<file path="config.mk">
export PLATFORM = sky130hd
export DESIGN_NAME = double_ended_queue
export DESIGN_NICKNAME = d
export VERILOG_FILES = /design/src/rtl/dq_pkg.sv /design/src/rtl/dq_datapath.sv /design/src/rtl/dq_ctrl.sv /design/src/rtl/double_ended_queue.sv
export VERILOG_INCLUDE_DIRS = /design/src /design/src/rtl
export SDC_FILE = /design/constraint.sdc
export NUM_CORES = 1
export LEC_CHECK = 0
export BUFFER_PORTS_ARGS = -buffer_cell sky130_fd_sc_hd__buf_2
export CORE_UTILIZATION = 61
export DETAILED_ROUTE_END_ITERATION = 8
export PLACE_DENSITY_LB_ADDON = 0.05
export SYNTH_ARGS = -nofsm -noshare
export SYNTH_HDL_FRONTEND = slang
export SYNTH_SLANG_ARGS = --single-unit
export TNS_END_PERCENT = 30
</file>
<file path="constraint.sdc">
create_clock -name aclk -period 5.35 [get_ports aclk]
set_input_delay 0.535 -clock aclk [delete_from_list [all_inputs] [get_ports aclk]]
set_output_delay 0.535 -clock aclk [all_outputs]
set_load 0.01 [all_outputs]
</file>
<file path="src/rtl/double_ended_queue_assert.svh">
// assertion macros for the double-ended queue
// used by double_ended_queue.sv, no other dependencies
`ifndef DOUBLE_ENDED_QUEUE_ASSERT_SVH
`define DOUBLE_ENDED_QUEUE_ASSERT_SVH

// same-cycle implication, checked only out of reset
`define DQ_ASSERT_IMP(label, clk, rstn, ante, cons) \
    label: assert property (@(posedge clk) disable iff (!(rstn)) (ante) |-> (cons)) \
        else $error("deque check failed");

// next-cycle implication, checked only out of reset
`define DQ_ASSERT_NEXT(label, clk, rstn, ante, cons) \
    label: assert property (@(posedge clk) disable iff (!(rstn)) (ante) |=> (cons)) \
        else $error("deque check failed");

`endif

</file>
<file path="src/rtl/dq_pkg.sv">
// shared types and constants for the double-ended queue
// no dependencies
`default_nettype none

package dq_pkg;

    localparam int unsigned DATA_W = 32;

    // operation codes
    typedef enum logic [1:0] {
        OP_PUSH_FRONT = 2'd0,
        OP_PUSH_REAR  = 2'd1,
        OP_POP_FRONT  = 2'd2,
        OP_POP_REAR   = 2'd3
    } op_t;

    // result status codes
    typedef enum logic [1:0] {
        ST_DONE      = 2'd0,
        ST_OVERFLOW  = 2'd1,
        ST_UNDERFLOW = 2'd2
    } status_t;

    // commands from controller to datapath
    typedef struct packed {
        logic capture;
        logic exec;
        logic read;
        logic load;
    } dq_cmd_t;

endpackage

`default_nettype wire

</file>
<file path="src/rtl/dq_datapath.sv">
// datapath: ring store, head/tail indices, empty flag and result registers
// depends on dq_pkg
`default_nettype none

module dq_datapath #(
    parameter int unsigned DEPTH = 16
) (
    input  wire logic                                aclk,
    input  wire logic                                aresetn,
    input  wire dq_pkg::dq_cmd_t                     cmd,
    input  wire logic [1:0]                          s_operation,
    input  wire logic signed [dq_pkg::DATA_W-1:0]    s_value,
    output logic [1:0]                               m_status,
    output logic signed [dq_pkg::DATA_W-1:0]         m_front_value,
    output logic signed [dq_pkg::DATA_W-1:0]         m_rear_value,
    output logic                                     m_is_empty,
    output logic                                     m_is_full
);

    localparam int unsigned IDX_W = $clog2(DEPTH);
    localparam logic [IDX_W-1:0] LAST_IDX = IDX_W'(DEPTH - 1);

    logic [dq_pkg::DATA_W-1:0] ring_mem [DEPTH];

    dq_pkg::op_t               op_reg;
    logic [dq_pkg::DATA_W-1:0] word_reg;
    logic [IDX_W-1:0]          head_reg, head_next;
    logic [IDX_W-1:0]          tail_reg, tail_next;
    logic                      empty_reg, empty_next;
    dq_pkg::status_t           status_reg, status_next;
    logic [dq_pkg::DATA_W-1:0] front_rd_reg, rear_rd_reg;

    logic [dq_pkg::DATA_W-1:0] out_front_reg, out_rear_reg;
    dq_pkg::status_t           out_status_reg;
    logic                      out_empty_reg, out_full_reg;

    logic [IDX_W-1:0] tail_inc, tail_dec, head_inc, head_dec;
    logic             full;
    logic             wr_en;
    logic [IDX_W-1:0] wr_addr;

    // wrapped neighbors of the indices
    always_comb begin
        tail_inc = (tail_reg == LAST_IDX) ? '0 : tail_reg + 1'b1;
        tail_dec = (tail_reg == '0) ? LAST_IDX : tail_reg - 1'b1;
        head_inc = (head_reg == LAST_IDX) ? '0 : head_reg + 1'b1;
        head_dec = (head_reg == '0) ? LAST_IDX : head_reg - 1'b1;
        full     = !empty_reg && (tail_inc == head_reg);
    end

    // next index state and ring write for one operation
    always_comb begin
        head_next   = head_reg;
        tail_next   = tail_reg;
        empty_next  = empty_reg;
        status_next = dq_pkg::ST_DONE;
        wr_en       = 1'b0;
        wr_addr     = '0;
        case (op_reg)
            dq_pkg::OP_PUSH_FRONT, dq_pkg::OP_PUSH_REAR: begin
                if (full) begin
                    status_next = dq_pkg::ST_OVERFLOW;
                end else if (empty_reg) begin
                    head_next  = '0;
                    tail_next  = '0;
                    empty_next = 1'b0;
                    wr_en      = 1'b1;
                    wr_addr    = '0;
                end else if (op_reg == dq_pkg::OP_PUSH_FRONT) begin
                    head_next = head_dec;
                    wr_en     = 1'b1;
                    wr_addr   = head_dec;
                end else begin
                    tail_next = tail_inc;
                    wr_en     = 1'b1;
                    wr_addr   = tail_inc;
                end
            end
            dq_pkg::OP_POP_FRONT, dq_pkg::OP_POP_REAR: begin
                if (empty_reg) begin
                    status_next = dq_pkg::ST_UNDERFLOW;
                end else if (head_reg == tail_reg) begin
                    empty_next = 1'b1;
                    head_next  = '0;
                    tail_next  = '0;
                end else if (op_reg == dq_pkg::OP_POP_FRONT) begin
                    head_next = head_inc;
                end else begin
                    tail_next = tail_dec;
                end
            end
            default: begin
                status_next = dq_pkg::ST_DONE;
            end
        endcase
    end

    // control state: indices and empty flag
    always_ff @(posedge aclk) begin
        if (!aresetn) begin
            head_reg  <= '0;
            tail_reg  <= '0;
            empty_reg <= 1'b1;
        end else if (cmd.exec) begin
            head_reg  <= head_next;
            tail_reg  <= tail_next;
            empty_reg <= empty_next;
        end
    end

    // captured item and operation status
    always_ff @(posedge aclk) begin
        if (cmd.capture) begin
            op_reg   <= dq_pkg::op_t'(s_operation);
            word_reg <= s_value;
        end
        if (cmd.exec) begin
            status_reg <= status_next;
        end
    end

    // ring store: one write port, two registered read ports
    always_ff @(posedge aclk) begin
        if (cmd.exec && wr_en) begin
            ring_mem[wr_addr] <= word_reg;
        end
        if (cmd.read) begin
            front_rd_reg <= ring_mem[head_reg];
            rear_rd_reg  <= ring_mem[tail_reg];
        end
    end

    // result register
    always_ff @(posedge aclk) begin
        if (cmd.load) begin
            out_status_reg <= status_reg;
            out_front_reg  <= empty_reg ? '1 : front_rd_reg;
            out_rear_reg   <= empty_reg ? '1 : rear_rd_reg;
            out_empty_reg  <= empty_reg;
            out_full_reg   <= full;
        end
    end

    assign m_status      = out_status_reg;
    assign m_front_value = out_front_reg;
    assign m_rear_value  = out_rear_reg;
    assign m_is_empty    = out_empty_reg;
    assign m_is_full     = out_full_reg;

endmodule

`default_nettype wire

</file>
<file path="src/rtl/dq_ctrl.sv">
// controller: sequences capture, update, ring read and result load
// depends on dq_pkg
`default_nettype none

module dq_ctrl (
    input  wire logic             aclk,
    input  wire logic             aresetn,
    input  wire logic             s_valid,
    output logic                  s_ready,
    output logic                  m_valid,
    input  wire logic             m_ready,
    output dq_pkg::dq_cmd_t       cmd
);

    typedef enum logic [1:0] {
        IDLE,
        EXEC,
        READ,
        DONE
    } state_t;

    state_t state_reg;
    logic   m_valid_reg;
    logic   load;

    // result may load once the output register is free or being drained
    assign load = (state_reg == DONE) && (!m_valid_reg || m_ready);

    always_comb begin
        cmd.capture = (state_reg == IDLE) && s_valid;
        cmd.exec    = (state_reg == EXEC);
        cmd.read    = (state_reg == READ);
        cmd.load    = load;
    end

    // state and output valid
    always_ff @(posedge aclk) begin
        if (!aresetn) begin
            state_reg   <= IDLE;
            m_valid_reg <= 1'b0;
        end else begin
            if (load) begin
                m_valid_reg <= 1'b1;
            end else if (m_ready) begin
                m_valid_reg <= 1'b0;
            end
            case (state_reg)
                IDLE: begin
                    if (s_valid) begin
                        state_reg <= EXEC;
                    end
                end
                EXEC: begin
                    state_reg <= READ;
                end
                READ: begin
                    state_reg <= DONE;
                end
                DONE: begin
                    if (load) begin
                        state_reg <= IDLE;
                    end
                end
                default: begin
                    state_reg <= IDLE;
                end
            endcase
        end
    end

    assign s_ready = (state_reg == IDLE);
    assign m_valid = m_valid_reg;

endmodule

`default_nettype wire

</file>
<file path="src/rtl/double_ended_queue.sv">
// Circular double-ended queue over a ring of DEPTH 32-bit words: push or pop at
// either end, one result per operation with status, front and rear words (all
// ones when empty) and empty/full flags. From its transfer until its result is
// loaded into the output register, an item passes through capture, index update
// with ring write, registered read of the head and tail entries, and result
// load, which waits while an unaccepted result is held. The next item is taken
// once the result is loaded, so items do not overlap; this order is set by the
// ring store's registered read port, which must see the write of the same
// operation. The store needs no clearing pass after reset.
// Depends on dq_pkg, dq_ctrl, dq_datapath and double_ended_queue_assert.svh.
`default_nettype none

`include "double_ended_queue_assert.svh"

module double_ended_queue #(
    parameter int unsigned DEPTH = 16
) (
    input  wire logic                             aclk,
    input  wire logic                             aresetn,
    input  wire logic                             s_valid,
    output logic                                  s_ready,
    input  wire logic [1:0]                       s_operation,
    input  wire logic signed [dq_pkg::DATA_W-1:0] s_value,
    output logic                                  m_valid,
    input  wire logic                             m_ready,
    output logic [1:0]                            m_status,
    output logic signed [dq_pkg::DATA_W-1:0]      m_front_value,
    output logic signed [dq_pkg::DATA_W-1:0]      m_rear_value,
    output logic                                  m_is_empty,
    output logic                                  m_is_full
);

    dq_pkg::dq_cmd_t cmd;

    // sequencing
    dq_ctrl u_ctrl (
        .aclk    (aclk),
        .aresetn (aresetn),
        .s_valid (s_valid),
        .s_ready (s_ready),
        .m_valid (m_valid),
        .m_ready (m_ready),
        .cmd     (cmd)
    );

    // storage and result
    dq_datapath #(
        .DEPTH (DEPTH)
    ) u_datapath (
        .aclk          (aclk),
        .aresetn       (aresetn),
        .cmd           (cmd),
        .s_operation   (s_operation),
        .s_value       (s_value),
        .m_status      (m_status),
        .m_front_value (m_front_value),
        .m_rear_value  (m_rear_value),
        .m_is_empty    (m_is_empty),
        .m_is_full     (m_is_full)
    );

    // checks
    `DQ_ASSERT_IMP(a_empty_words, aclk, aresetn, m_valid && m_is_empty, (m_front_value == '1) && (m_rear_value == '1))
    `DQ_ASSERT_IMP(a_overflow_full, aclk, aresetn, m_valid && (m_status == dq_pkg::ST_OVERFLOW), m_is_full)
    `DQ_ASSERT_IMP(a_underflow_empty, aclk, aresetn, m_valid && (m_status == dq_pkg::ST_UNDERFLOW), m_is_empty && !m_is_full)
    `DQ_ASSERT_NEXT(a_one_in_flight, aclk, aresetn, s_valid && s_ready, !s_ready)
    `DQ_ASSERT_NEXT(a_load_valid, aclk, aresetn, cmd.load, m_valid)

endmodule

`default_nettype wire
</file>
Word-level counts from Yosys, hierarchy flattened
Memory sizes are Yosys's and may differ from the RTL's. A register that Yosys moved wholly into a read port is not among the register bits. Cells that the tools add are included.

Register bits: 116. RAM bits: 512. Bits of input ports: 38. Output and inout bits: 70. Memories kept: 1.

Memory list: u_datapath.ring_mem (words 16, width 32, rd ports 2, clocked after memory_dff 2, write ports 1, line dq_datapath.sv:23) `logic [dq_pkg::DATA_W-1:0] ring_mem [DEPTH];`.

$add $sub $neg: 4. Equality and inequality tests: 18. Muxes and demuxes: 38. Reduce and logical (&&, ||, !) cells: 18.

Operator list (number): $mux 4 (20); $pmux 4 s2 (2); $mux 1 (10); $reduce_and 5->1 (2); $add 4x1->4 const B (2); $eq 2x2->1 const B (4); $eq 4x4->1 (2); $eq 4x4->1 const B (2); $logic_not 4->1 (2); $pmux 2 s4 (1); $sub 4x1->4 const B (2); $mux 2 (3); $ne 2x2->1 const B (3); $ne 3x1->1 const B (2); $ne 3x2->1 const B (2); $eq 2x1->1 const B (2); $logic_and 1x1->1 (4); $logic_not 2->1 (2); $pmux 2 s2 (1); $reduce_and 2->1 (2); $reduce_or 2->1 (2); $logic_not 1->1 (2); $ne 2x1->1 const B (1); $pmux 1 s2 (1); other kinds (2) (2).

Depth between registers and ports, before layout
Gate-level depths: netlist of the first run.

Depth in word-level cells: 9. Mapped depth: 10. Gate-level depth less buffers: 7.

Hierarchy
From an unflattened synthesis of the first run, not the netlist that was laid out.

Cell total of the unflattened synthesis: 1530. Area, all modules: 30219.0 um2.

Modules (own cells, without submodules): dq_datapath (times used 1, cells an instance 1508, area each 30010.0 um2, seq. area each 20599.8 um2); dq_ctrl (times used 1, cells an instance 22, area each 209.0 um2, seq. area each 60.1 um2).

Least setup slack after synthesis of the first run
OpenSTA, ideal clock, no wires.

Kind: reg-to-reg. From: register u_datapath.tail_reg[0]. To: memory u_datapath.ring_mem[0][0] (netlist bit) (enable). Setup time: 0.461 ns. Arrival: 4.183 ns. Required time: 4.889 ns. Path slack: 0.706 ns. Stages on the path, launching flop included: 10. Clock period less this slack: 4.644 ns. Cell sequence: dfxtp_1 buf_2 buf_4 buf_2 inv_1 ha_1 mux2i_1 o21ai_0 or2_2 nor3_1.

Longest elaborated chain between the ends: 9. Elaborated cells on any way between the ends: 14. Those cells by class: 1 x add/sub; 2 x eq/ne; 9 x mux; 2 x reduce/logical.

Ends and longest elaborated chain: start: declaration (line dq_datapath.sv:28) `logic [IDX_W-1:0] tail_reg, tail_next;`; start signal: assignment (line dq_datapath.sv:106) `tail_reg <= tail_next;`; $add 4x1->4 / $eq 4x4->1 (equally long branches) (line dq_datapath.sv:44) `tail_inc = (tail_reg == LAST_IDX) ? '0 : tail_reg + 1'b1;`; $mux 4 (*) (line dq_datapath.sv:44); $eq 4x4->1 (line dq_datapath.sv:48) `full = !empty_reg && (tail_inc == head_reg);`; $logic_and 1x1->1 (line dq_datapath.sv:48); $mux 1 (line dq_datapath.sv:61) `if (full) begin`; $mux 1 (line dq_datapath.sv:59) `case (op_reg)`; $logic_and 1x1->1 (line dq_datapath.sv:124) `if (cmd.exec && wr_en) begin`; $mux 1 (line dq_datapath.sv:124); $mux 1 (not written as such) (line dq_datapath.sv:125) `ring_mem[wr_addr] <= word_reg;`; end: declaration (line dq_datapath.sv:23).

Every way passes the cells marked *; elsewhere a longest branch is shown, timed or not.

Final worst setup path of the first run
From: register u_datapath.head_reg[1]. To: memory u_datapath.ring_mem[15][13] (netlist bit) (enable).

Longest elaborated chain between the ends: 7. Elaborated cells on any way between the ends: 14. Those cells by class: 1 x add/sub; 1 x eq/ne; 9 x mux; 3 x reduce/logical.

Ends and longest elaborated chain: start: declaration (line dq_datapath.sv:27) `logic [IDX_W-1:0] head_reg, head_next;`; start signal: assignment (line dq_datapath.sv:105) `head_reg <= head_next;`; branches (longest 7 deep; another with $sub 4x1->4).

Parallel ways; which one is timed is not known.

==> out/summary.md, run 1 <==
- outcome: complete, no violations
- number of failing hold endpoints at the final stage: 0
- Worst Path Required: 5.58 ns
- Largest register FFs: 512
- ANT nets after route: 0
- path type of the worst setup path: register to register
- Worst setup SP type: register
- Tightest Pin Transition: 1.06 ns
- number of I/O port buffers: 107
- cell chosen for the clock root: sky130_fd_sc_hd__clkbuf_16
- Top-Level Pins: 108
- initial cell density of the core: 62.3%
- number of H-tree levels: 3
- Top reg by flops: u_datapath.ring_mem
- part of the cycle the worst path needs: 65.0%
- Max Clock Skew: 0.0225 ns
- max-capacitance violation count: 0
- Die Ht: 224 µm
- Slowest Stage Delay on Critical Path: 0.83 ns
- highest clock frequency the design can meet: 288 MHz
- placer's final routability congestion estimate: 0.770
- count of final setup violators: 0
- filler cell count in the final layout: 2977
- kind of end point of the critical path: register
- number of design-rule violations left by the first detailed-router iteration: 1612
- post-synthesis average cell area: 21.1 µm²
- Net Count, Synth: 1464
- top flip-flop cell by instance count after synthesis: sky130_fd_sc_hd__edfxtp_1
- setup repair after global routing missed its margin: false
- Setup Buffers After CTS: 0
- Synth Warn #: 0
- Arr. time, crit path: 3.71 ns
- shortest clock period the worst path allows after layout: 3.48 ns
- cell row count: 80
- number of search-and-repair iterations in the first detailed-routing pass: 7
- fin nets: 1591
- via density per instance: 6.65
- cell family with the largest share of critical-path delay: flip-flops
- Clock Path Buffers: 3
- cell-by-cell listing of the critical path: inv_1 -> ha_1 -> xnor2_1 -> a221oi_1 -> nand4_1 -> nor3_2 -> buf_4
- leakage component of the power: 10.1 nW
- worst-path cell with the longest stage delay: sky130_fd_sc_hd__dfxtp_4
- classification of the worst-slack hold path: input pin to register
- cts repair resizes: 0
- Overall Global Routing Usage: 27.8%
- final standard cell utilization of the core: 69.8%
- power per cell area: 413 nW/µm²
- maximum number of pins on one net before global-route repair: 109
- worst vdd rail ir drop: 0.297 mV
- Clock Pin Slew Worst Setup and Hold Paths: 0.06 ns
- via count of the first global-routing pass: 15400
- clock latency at the later pin of the worst-skew pair: 0.61 ns
- largest driver fanout on the critical path: 47
- width of the die: 224 µm
- first-pass GRT wire length: 98900 µm
- post-synthesis cell area: 30000 µm²
- CTS Hold Bufs: 0
- initial antenna violation count: 1
- number of buffers added by the clock tree synthesis step: 71
- number of diodes added for antenna fixing: 0
- number of buffers and inverters on the critical path: 2
- fraction of layout instances using a drive strength above 1: 40.4%
- TritonCTS clock tree: yes
- Clock Sinks: 692
- number of synthesized flops with an enable pin: 680
- number of distinct standard cells referenced by the synthesized netlist: 53
- share of synthesized flip-flops with an asynchronous set or reset: 0%
- max_slew headroom: 29.2%
- half-perimeter wire length of the detailed placement result: 36300 µm
- layout overhead on the synthesized area: 12.0%
- total global routing overflow: 0
- Setup TNS: 0 ns
- Routed WL per cell: 29.6 µm
- drt total wl: 66600 µm
- Post-Syn Instances: 1418
- total via count in the routed design: 15000
- share of synthesized area occupied by flip-flops and latches: 68.9%
- DRC errors left: 0
- max-slew violation count: 0
- flop and latch count out of synthesis: 692
- core area: 48100 µm²
- die outline area: 50000 µm²
through the flow:
| step | total power, mW | cells | cell area [µm²] | worst slack, ns | hold WS [ns] |
|---|---|---|---|---|---|
| after floorplan | 8.52 | 1418 | 30000 | 0.706 | 0.400 |
| after global routing | 14.3 | 2252 | 33600 | 1.66 | 0.0752 |
| final | 13.9 | 2252 | 33600 | 1.87 | 0.101 |
| after detailed placement | 9.22 | 2128 | 31300 | 1.93 | 0.437 |
| after global placement | 9.17 | 2128 | 31300 | 2.01 | 0.440 |
| after CTS | 14.0 | 2252 | 33600 | 1.91 | 0.0695 |
metal layers:
layer  vias to the layer above  GRT usage (%)  routed length (µm)
li1                       6270              -                   -
met1                      7934           40.0               27100
met2                       666           44.4               32800
met3                       112           4.33                4980
met4                         0           9.30                1720
met5                         -              0                   0
synth_stat cells (2+ instances only):
library cell,number,area share (%)
sky130_fd_sc_hd__nor2b_1,6,0.13
sky130_fd_sc_hd__o21ai_0,5,0.083
sky130_fd_sc_hd__o32ai_1,2,0.058
sky130_fd_sc_hd__buf_2,38,0.63
sky130_fd_sc_hd__xor2_1,6,0.18
sky130_fd_sc_hd__inv_1,8,0.10
sky130_fd_sc_hd__nand2_1,18,0.23
sky130_fd_sc_hd__ha_1,8,0.33
sky130_fd_sc_hd__a21oi_1,38,0.63
sky130_fd_sc_hd__nand3_1,2,0.033
sky130_fd_sc_hd__a211oi_1,34,0.85
sky130_fd_sc_hd__buf_4,3,0.075
sky130_fd_sc_hd__buf_1,12,0.15
sky130_fd_sc_hd__nor2_1,11,0.14
sky130_fd_sc_hd__dfxtp_1,12,0.80
sky130_fd_sc_hd__nand2_2,2,0.042
sky130_fd_sc_hd__or2_2,66,1.4
sky130_fd_sc_hd__mux4_2,287,22
sky130_fd_sc_hd__mux2i_1,42,1.4
sky130_fd_sc_hd__clkbuf_1,37,0.46
sky130_fd_sc_hd__edfxtp_1,680,68
sky130_fd_sc_hd__xnor2_1,6,0.18
sky130_fd_sc_hd__o22ai_1,3,0.063
sky130_fd_sc_hd__o31ai_1,3,0.075
sky130_fd_sc_hd__o31a_1,2,0.058
sky130_fd_sc_hd__nor3_1,16,0.27
sky130_fd_sc_hd__buf_6,8,0.30
sky130_fd_sc_hd__nand2b_1,3,0.063
sky130_fd_sc_hd__and2_1,36,0.75
worst paths after layout:
path | start | to | slack (ns) | cells past startpoint
min reg2reg | u_datapath.status_reg[1] | u_datapath.m_status[1] | 0.45 | 0
min | s_value[10] | u_datapath.word_reg[10] | 0.10 | 1
max | u_datapath.head_reg[1] | u_datapath.ring_mem[15][13] | 1.87 | 7
max reg2reg | u_datapath.head_reg[1] | u_datapath.ring_mem[15][13] | 1.87 | 7
worst register-to-register path, stage by stage (launching register included):
cell	delay, ns
sky130_fd_sc_hd__dfxtp_4	0.83
sky130_fd_sc_hd__inv_1	0.20
sky130_fd_sc_hd__ha_1	0.27
sky130_fd_sc_hd__xnor2_1	0.16
sky130_fd_sc_hd__a221oi_1	0.49
sky130_fd_sc_hd__nand4_1	0.34
sky130_fd_sc_hd__nor3_2	0.23
sky130_fd_sc_hd__buf_4	0.57
layout make-up:
| cell class | instances | area [µm²] | area share [%] |
|---|---|---|---|
| sequential | 692 | 20700 | 61.6 |
| tap | 656 | 821 | 2.44 |
| clock buffer | 92 | 1970 | 5.87 |
| multi-input combinational | 618 | 8890 | 26.5 |
| inverter | 9 | 33.8 | 0.101 |
| clock inverter | 32 | 272 | 0.808 |
| timing repair buffer | 153 | 906 | 2.70 |
cell families (layout without fill, tap and decap cells):
group / Yosys count / after routing / share of synthesized area [%]
flip-flops: 692 / 692 / 68.9
AO/OA/AOI/OAI: 99 / 99 / 2.31
XOR/XNOR: 13 / 13 / 0.405
adder cells (fa/ha/maj): 8 / 8 / 0.334
multiplexers: 330 / 330 / 23.0
AND/OR/NAND/NOR: 168 / 168 / 3.26
buffers and inverters: 108 / 286 / 1.76
cell usage in the layout, fill, tap and decap left out, types with 3 or more instances in the layout:
cell type / synthesis / routed
sky130_fd_sc_hd__edfxtp_1: 680 / 680
sky130_fd_sc_hd__mux4_2: 287 / 287
sky130_fd_sc_hd__buf_2: 38 / 107
sky130_fd_sc_hd__clkbuf_16: 0 / 76
sky130_fd_sc_hd__or2_2: 66 / 66
sky130_fd_sc_hd__buf_4: 3 / 44
sky130_fd_sc_hd__mux2i_1: 42 / 42
sky130_fd_sc_hd__a21oi_1: 38 / 38
sky130_fd_sc_hd__and2_1: 36 / 35
sky130_fd_sc_hd__a211oi_1: 34 / 34
sky130_fd_sc_hd__nand2_1: 18 / 18
sky130_fd_sc_hd__nor3_2: 0 / 16
sky130_fd_sc_hd__clkbuf_1: 37 / 15
sky130_fd_sc_hd__clkinv_1: 0 / 12
sky130_fd_sc_hd__nor2_1: 11 / 11
sky130_fd_sc_hd__clkinv_2: 0 / 10
sky130_fd_sc_hd__inv_1: 8 / 8
sky130_fd_sc_hd__ha_1: 8 / 7
sky130_fd_sc_hd__dfxtp_4: 0 / 7
sky130_fd_sc_hd__xnor2_1: 6 / 6
sky130_fd_sc_hd__xor2_1: 6 / 6
sky130_fd_sc_hd__nor2b_1: 6 / 5
sky130_fd_sc_hd__o21ai_0: 5 / 5
sky130_fd_sc_hd__bufinv_16: 0 / 4
sky130_fd_sc_hd__o31ai_1: 3 / 3
sky130_fd_sc_hd__nand2b_1: 3 / 3
sky130_fd_sc_hd__o22ai_1: 3 / 3
sky130_fd_sc_hd__clkinvlp_4: 0 / 3
sky130_fd_sc_hd__dfxtp_1: 12 / 3
power breakdown:
group / internal [mW] / switching [mW] / total [mW] / leakage [nW]
combinational: 0.908 / 1.03 / 1.94 / 2.79
clock: 2.79 / 1.98 / 4.77 / 1.09
sequential: 6.72 / 0.432 / 7.16 / 6.18
Note: power is estimated with default switching activity, not from simulation.
==> run 2: changes to the inputs <==
==> constraint.sdc (replaced) <==
create_clock -name aclk -period 3.2 [get_ports aclk]
set_input_delay 0.32 -clock aclk [delete_from_list [all_inputs] [get_ports aclk]]
set_output_delay 0.32 -clock aclk [all_outputs]
set_load 0.01 [all_outputs]
==> run 2 against run 1 <==
Compared with the run above:
- clock power rose by 77%
- routed wire length rose by 3.5%
- flip-flop and latch count did not move
- critical path type unchanged
- critical endpoint is now u_datapath.ring_mem[13][20]
- largest cell class unchanged
==> out/summary.md, run 2 (synthesis results as in run 1) <==
- outcome: complete, no violations
- number of diodes added for antenna fixing: 0, unchanged
- Largest register FFs: 512, unchanged
- Tightest Pin Transition: 1.02 ns, -0.0439 ns
- max_slew headroom: 31.8%, +2.6 points
- placement-stage worst setup slack: 0.432 ns, -1.50 ns
- placer's final routability congestion estimate: 0.866, +12%
- die outline area: 50000 µm², unchanged
- Max Clock Skew: 0.0181 ns, -0.00440 ns
- setup ws final: 0.400 ns, -1.47 ns
- drt total wl: 69000 µm, +3.5%
- leakage component of the power: 10.5 nW, +4.0%
- power per cell area: 693 nW/µm², +68%
- final design area excluding fillers: 34500 µm², +2.8%
- final standard cell utilization of the core: 71.7%, +1.9 points
- commonest non-fill, non-tap cell in the layout: sky130_fd_sc_hd__edfxtp_1
- cell row count: 80, unchanged
- number of search-and-repair iterations in the first detailed-routing pass: 5, -2
- number of I/O port buffers: 107, unchanged
- most frequent cells in the layout: sky130_fd_sc_hd__edfxtp_1, sky130_fd_sc_hd__mux4_2, sky130_fd_sc_hd__buf_2, sky130_fd_sc_hd__clkbuf_16, sky130_fd_sc_hd__or2_2
- fraction of layout instances using a drive strength above 1: 40.5%, +0.11 points
- path type of the worst setup path: register to register
- Clock Path Buffers: 3, unchanged
- Overall Global Routing Usage: 28.7%, +0.89 points
- width of the die: 224 µm, unchanged
- DRC errors left: 0, unchanged
- total global routing overflow: 0, unchanged
- Routed WL per cell: 29.9 µm, +1.0%
- via density per instance: 6.66, +0.18%
- clock latency at the later pin of the worst-skew pair: 0.61 ns, about the same
- cts repair resizes: 0, unchanged
- layout overhead on the synthesized area: 15.1%
- fin nets: 1642, +3.2%
- ANT nets after route: 0, unchanged
- cell chosen for the clock root: sky130_fd_sc_hd__clkbuf_16
- initial antenna violation count: 1, unchanged
- Setup Buffers After CTS: 0, unchanged
- Worst setup SP type: register
- Clock Sinks: 692, unchanged
- initial cell density of the core: 62.3%, unchanged
- shortest clock period the worst path allows after layout: 2.80 ns, -0.676 ns
- via count of the first global-routing pass: 15800, +2.3%
- first-pass GRT wire length: 102000 µm, +3.4%
- total via count in the routed design: 15400, +2.6%
- max-slew violation count: 0, unchanged
- worst vdd rail ir drop: 0.518 mV, +74%
- CTS Hold Bufs: 34, +34
- count of final setup violators: 0, unchanged
- Tot Pwr: 23.9 mW, +72%
- Worst Path Required: 3.46 ns, -2.12 ns
- number of buffers added by the clock tree synthesis step: 71, unchanged
- highest clock frequency the design can meet: 357 MHz, +24%
- max-capacitance violation count: 0, unchanged
- classification of the worst-slack hold path: input pin to register
- Top reg by flops: u_datapath.ring_mem
- setup repair after global routing missed its margin: false
- half-perimeter wire length of the detailed placement result: 40100 µm, +10%
- part of the cycle the worst path needs: 87.5%, +23 points
- number of design-rule violations left by the first detailed-router iteration: 1565, -2.9%
- Arr. time, crit path: 3.06 ns, -0.65 ns
- number of H-tree levels: 3, unchanged
- TritonCTS clock tree: yes
- core area: 48100 µm², unchanged
- maximum number of pins on one net before global-route repair: 90, -17%
- largest driver fanout on the critical path: 24, -49%
- DP Area: 31800 µm², +1.4%
- Top-Level Pins: 108, unchanged
- kind of end point of the critical path: register
- Die Ht: 224 µm, unchanged
- number of failing hold endpoints at the final stage: 0, unchanged
- Clock Pin Slew Worst Setup and Hold Paths: 0.06 ns, about the same
## run 2: area by class of cell
type                            count  area, µm²
Inverter                            9       33.8
Multi-Input combinational cell    618       8990
Clock inverter                     47        497
Tap cell                          656        821
Fill cell                        2900      13600
Timing Repair Buffer              204       1600
Clock buffer                       81       1890
Sequential cell                   692      20700
## run 2: power by group
group | switching [mW] | internal [mW] | total [mW]
logic | 1.95 | 1.62 | 3.58
registers | 0.657 | 11.2 | 11.9
clock network | 3.39 | 5.05 | 8.43
total | 6.00 | 17.9 | 23.9
## run 2: routing by layer
metal / wire, µm / GRT usage [%] / vias to the layer above
met3: 4700 / 4.96 / 111
met1: 27300 / 40.1 / 8183
met5: 0 / 0 / -
met4: 1860 / 9.15 / 0
li1: - / - / 6375
met2: 35100 / 46.8 / 706
## run 2: path summary, 6_finish.rpt
path,start,to,slack (ns),depth (start not counted)
setup reg to reg,u_datapath.head_reg[1],u_datapath.ring_mem[13][20],0.40,7
setup / recovery,u_datapath.head_reg[1],u_datapath.ring_mem[13][20],0.40,7
hold / removal,m_ready,u_ctrl.m_valid,0.10,3
hold reg to reg,u_datapath.status_reg[1],u_datapath.m_status[1],0.41,0
## run 2: stage by stage
step / cells / setup TNS (ns) / hold slack [ns]
global route: 2307 / 0 / 0.0698
floorplan: 1418 / -149.97 / 0.400
CTS: 2307 / 0 / 0.0594
global placement: 2145 / 0 / 0.407
finish: 2307 / 0 / 0.100
detailed placement: 2145 / 0 / 0.406
## run 2: critical path, stage by stage, from the launching register on
cell and delay [ns]:
sky130_fd_sc_hd__dfxtp_4 0.38, sky130_fd_sc_hd__inv_1 0.08, sky130_fd_sc_hd__ha_1 0.23, sky130_fd_sc_hd__xnor2_1 0.16, sky130_fd_sc_hd__a221oi_1 0.43, sky130_fd_sc_hd__o211ai_1 0.50
sky130_fd_sc_hd__nor3_4 0.38, sky130_fd_sc_hd__buf_12 0.30
